==> src/hw/rtl/bbm_pkg.sv <==
package bbm_pkg;

    // tag carried alongside a quotient through the divider chain
    typedef struct packed {
        logic valid;
        logic last;
    } bbm_tag_t;

    // register indexes (byte address = 4 * index)
    localparam logic CFG_IMAGE_SIZE  = 1'b0;
    localparam logic CFG_WINDOW_SIZE = 1'b1;

    localparam logic [10:0] IMAGE_SIZE_RST  = 11'd512;
    localparam logic [2:0]  WINDOW_SIZE_RST = 3'd5;

endpackage

==> src/hw/rtl/bbm_div_cell.sv <==
module bbm_div_cell #(
    parameter int W  = 23,
    parameter int DW = 7
) (
    input  logic              clk,
    input  logic              rst_n,
    input  bbm_pkg::bbm_tag_t tag_in,
    input  logic [DW-1:0]     rem_in,
    input  logic [W-1:0]      num_in,
    input  logic [DW-1:0]     den_in,
    input  logic [W-1:0]      quot_in,
    output bbm_pkg::bbm_tag_t tag_out,
    output logic [DW-1:0]     rem_out,
    output logic [W-1:0]      num_out,
    output logic [DW-1:0]     den_out,
    output logic [W-1:0]      quot_out
);
    import bbm_pkg::*;

    logic [DW:0] trial;
    logic [DW:0] diff;
    logic        fits;

    // one restoring step: bring down the next dividend bit
    always_comb
    begin
        trial = {rem_in, num_in[W-1]};
        diff  = trial - {1'b0, den_in};
        fits  = (trial >= {1'b0, den_in});
    end

    always_ff @(posedge clk or negedge rst_n)
    begin
        if (!rst_n)
        begin
            tag_out <= '0;
        end
        else
        begin
            tag_out <= tag_in;
        end
    end

    always_ff @(posedge clk)
    begin
        rem_out  <= fits ? diff[DW-1:0] : trial[DW-1:0];
        num_out  <= {num_in[W-2:0], 1'b0};
        den_out  <= den_in;
        quot_out <= {quot_in[W-2:0], fits};
    end

endmodule
==> config.mk <==
export PLATFORM = sky130hd
export DESIGN_NAME = bbm_div_cell
export DESIGN_NICKNAME = d
export VERILOG_FILES = /design/src/hw/rtl/bbm_pkg.sv /design/src/hw/rtl/bbm_div_cell.sv
export SDC_FILE = /design/constraint.sdc
export NUM_CORES = 1
export LEC_CHECK = 0
export ABC_CLOCK_PERIOD_IN_PS = 800
export BUFFER_PORTS_ARGS = -buffer_cell sky130_fd_sc_hd__buf_2
export CORE_UTILIZATION = 35
export CTS_CLUSTER_SIZE = 40
export DETAILED_ROUTE_END_ITERATION = 16
export GPL_ROUTABILITY_DRIVEN = 0
export GPL_TIMING_DRIVEN = 0
export HOLD_SLACK_MARGIN = 0.06
export PLACE_DENSITY = 0.74
export RECOVER_POWER = 25
export SLEW_MARGIN = 20
export SYNTH_ARGS = -nofsm -noshare
export SYNTH_HDL_FRONTEND = slang
export SYNTH_SLANG_ARGS = --single-unit
export TNS_END_PERCENT = 20
==> constraint.sdc <==
create_clock -name clk -period 0.8 [get_ports clk]
set_input_delay 0.12 -clock clk [delete_from_list [all_inputs] [get_ports clk]]
set_output_delay 0.12 -clock clk [all_outputs]
set_load 0.02 [all_outputs]
==> results.ini <==
[detailed_routing]
dr.pass1.iters=5
routedWlPerCell_um=16.98
drt_iter0_drc=56
route.detailed.drc=0
avgViaCountPerCell=4.605
num_vias=1704
drtAntennaViolNets=0
wl_um=6283

[logic_synthesis]
yosysSeqAreaShare=0.7300
avgSynthCellArea_um2=13.94
synth_area_mm2=0.001687
synth_top_area_share=0.7003
synth_flop_cell=dfxtp_1
synth_cell_types=32
synthTopCellsByCount=dfxtp_1 (59), inv_1 (9), nor2_1 (8), ha_1 (7), mux2_1 (4)
ys_ff_latch=61
yosys_warnings=0
synthTopCellsByArea=dfxtp_1 (70%), ha_1 (5.2%), dfrtp_1 (3.0%)
yosysMostFrequentCell=dfxtp_1
syn_inst=121
synth_top_cell_by_area=dfxtp_1
syn_nets=193
async_flop_share=0.03279
synth_edf_count=0

[final_layout]
drive_above_1_share=0.6761
finalNonFillerCells=370
diodes=0
final_util=0.8244
fin_nets=385
design_area_mm2=0.003714
area_growth_pct=120.2

[clock_tree]
cts_made_buffers=9
cts.sinks=61
path_clk_slew_ns=0.06
cts-root-buf=clkbuf_8
cts_tree=done
clockBufferDepth=2
htreeDepth=3

[setup_path]
cp_slowest_cell=fa_2
cp_data_arrival_time_ns=1.66
cp_max_fo=7
endpoint_kind=flip-flop
setup.worst_path.start_class=primary input
crit_type=primary input to flip-flop
crit_chain=buf_8 -> inv_12 -> ha_4 -> fa_2 -> nand2b_4 -> a21oi_4 -> o221ai_2 -> nand2_4 -> mux2_4
startpoint=num_in[22]
max_stage_delay_ns=0.34
worstPathRequired_ns=1.01

[power_and_ir_drop]
irDropWorstVdd_mv=1.299
power_density_mw_per_mm2=2240
leakagePower_nw=1.760

[timing]
rsz0062_at_grt=yes
hold_violations=0
max_freq_mhz=692.2
finalWorstSetupSlack_ns=-0.6447
period_share=1.806
setup_viol=69
tns_ns=-10.58
hold_slack_ns=0.04301
slew_viol_final=0
finalCriticalPeriod_ns=1.445

[die]
initial_core_util=0.3744
dieArea_mm2=0.005101
core_mm2=0.004504
rows=24
ios=126
die_w_um=71.42
fp.dieH_um=71.42

[global_route]
grt_start_max_net_pins=12
grt_pass1_wl_um=9501
overflow=0
grt_usage=0.2583
antenna_found_initial=0
grt_pass1_vias=1842

[hold_path]
hp-start=rem_in[5]
hp-class=primary input to flip-flop
hold_depth=2
whs_endpoint=rem_out[6]

[placed_design]
place.port_buffers=123
dp_hpwl_um=2905
place_area_mm2=0.002425
place_inst=296

[run]
maxCapViolCount=0

[status]
outcome=finished, violations left
violations=setup timing

-- per-stage QoR --
stage               power [mW]  worst slack, ns
finish                   8.318          -0.6447
global placement         4.420           -1.156
CTS                      8.243          -0.6023
floorplan                4.025          -0.8618
detailed placement       4.444           -1.162
global route             8.650          -0.6736
-- repair_timing --
item / CTS / global route
hold endpoints to repair: 61 / 6
pin swaps: 5 / 3
hold buffers: 54 / 1
buffers inserted: 3 / 0
setup endpoints to repair: 69 / 69
gates resized for setup: 176 / 10
-- worst max path at each step --
stage,cells after the start,endpoint,slack [ns]
floorplan,8,rem_out[2],-0.86
global placement,9,rem_out[5],-1.16
detailed placement,9,rem_out[2],-1.16
CTS,9,rem_out[5],-0.60
global route,9,rem_out[5],-0.67
finish,9,rem_out[6],-0.64
-- logic make-up after synthesis --
kind of cell	synth area share
AOI/OAI and AO/OA	0.05490
xor gates and xnor gates	0.01039
adders and majority gates	0.06380
buffers and inverters	0.03189
DFF	0.7300
muxes	0.04747
other	0.002223
and+or+nand+nor	0.05935
-- worst max-delay path, delay by kind of cell --
kind / cells / cell delay (ns)
buf+inv: 2 / 0.12
mux: 1 / 0.31
compound gates: 2 / 0.30
fa+ha+maj: 2 / 0.49
simple gates: 2 / 0.32
-- power breakdown --
group / switching (mW) / total, mW / internal [mW] / leakage (nW)
Sequential: 0.112 / 3.41 / 3.29 / 0.521
Combinational: 0.704 / 1.63 / 0.924 / 1.12
Clock: 1.21 / 3.28 / 2.07 / 0.116
-- layout by cell type, fill, tap and decap left out, drive strengths merged, types with 2 or more instances in the layout --
cell	netlist	final
dlygate4sd3	0	55
nand2	2	2
clkinv	1	3
a21oi	3	3
nor2b	2	2
ha	7	7
inv	9	9
nor2	8	8
mux2	5	5
clkbuf	0	11
a311o	2	2
nand3	2	2
nand2b	2	2
mux2i	2	2
dfxtp	59	59
dfrtp	2	2
bufinv	0	3
buf	2	127
-- area by class of cell --
class | instances | area, um2
Buffer | 2 | 15.01
Clock buffer | 10 | 127.6
Clock inverter | 6 | 111.4
Fill cell | 225 | 790.8
Inverter | 10 | 51.30
Multi-Input combinational cell | 48 | 450.4
Sequential cell | 61 | 1304
Tap cell | 52 | 65.06
Timing Repair Buffer | 181 | 1589
-- registers in the layout, indices dropped and copies added (netlist names) --
signal    cells
num_out      22
tag_out       2
den_out       7
rem_out       7
quot_out     23
-- layer usage --
metal	GRT usage	wire length, um	vias to the layer above
met2	0.4635	3191	105
met3	0.1083	571	14
met4	0.08222	135	0
met5	0	0	-
met1	0.2740	2385	804
li1	-	-	781
No activity file was read; power rests on OpenSTA's default activity.
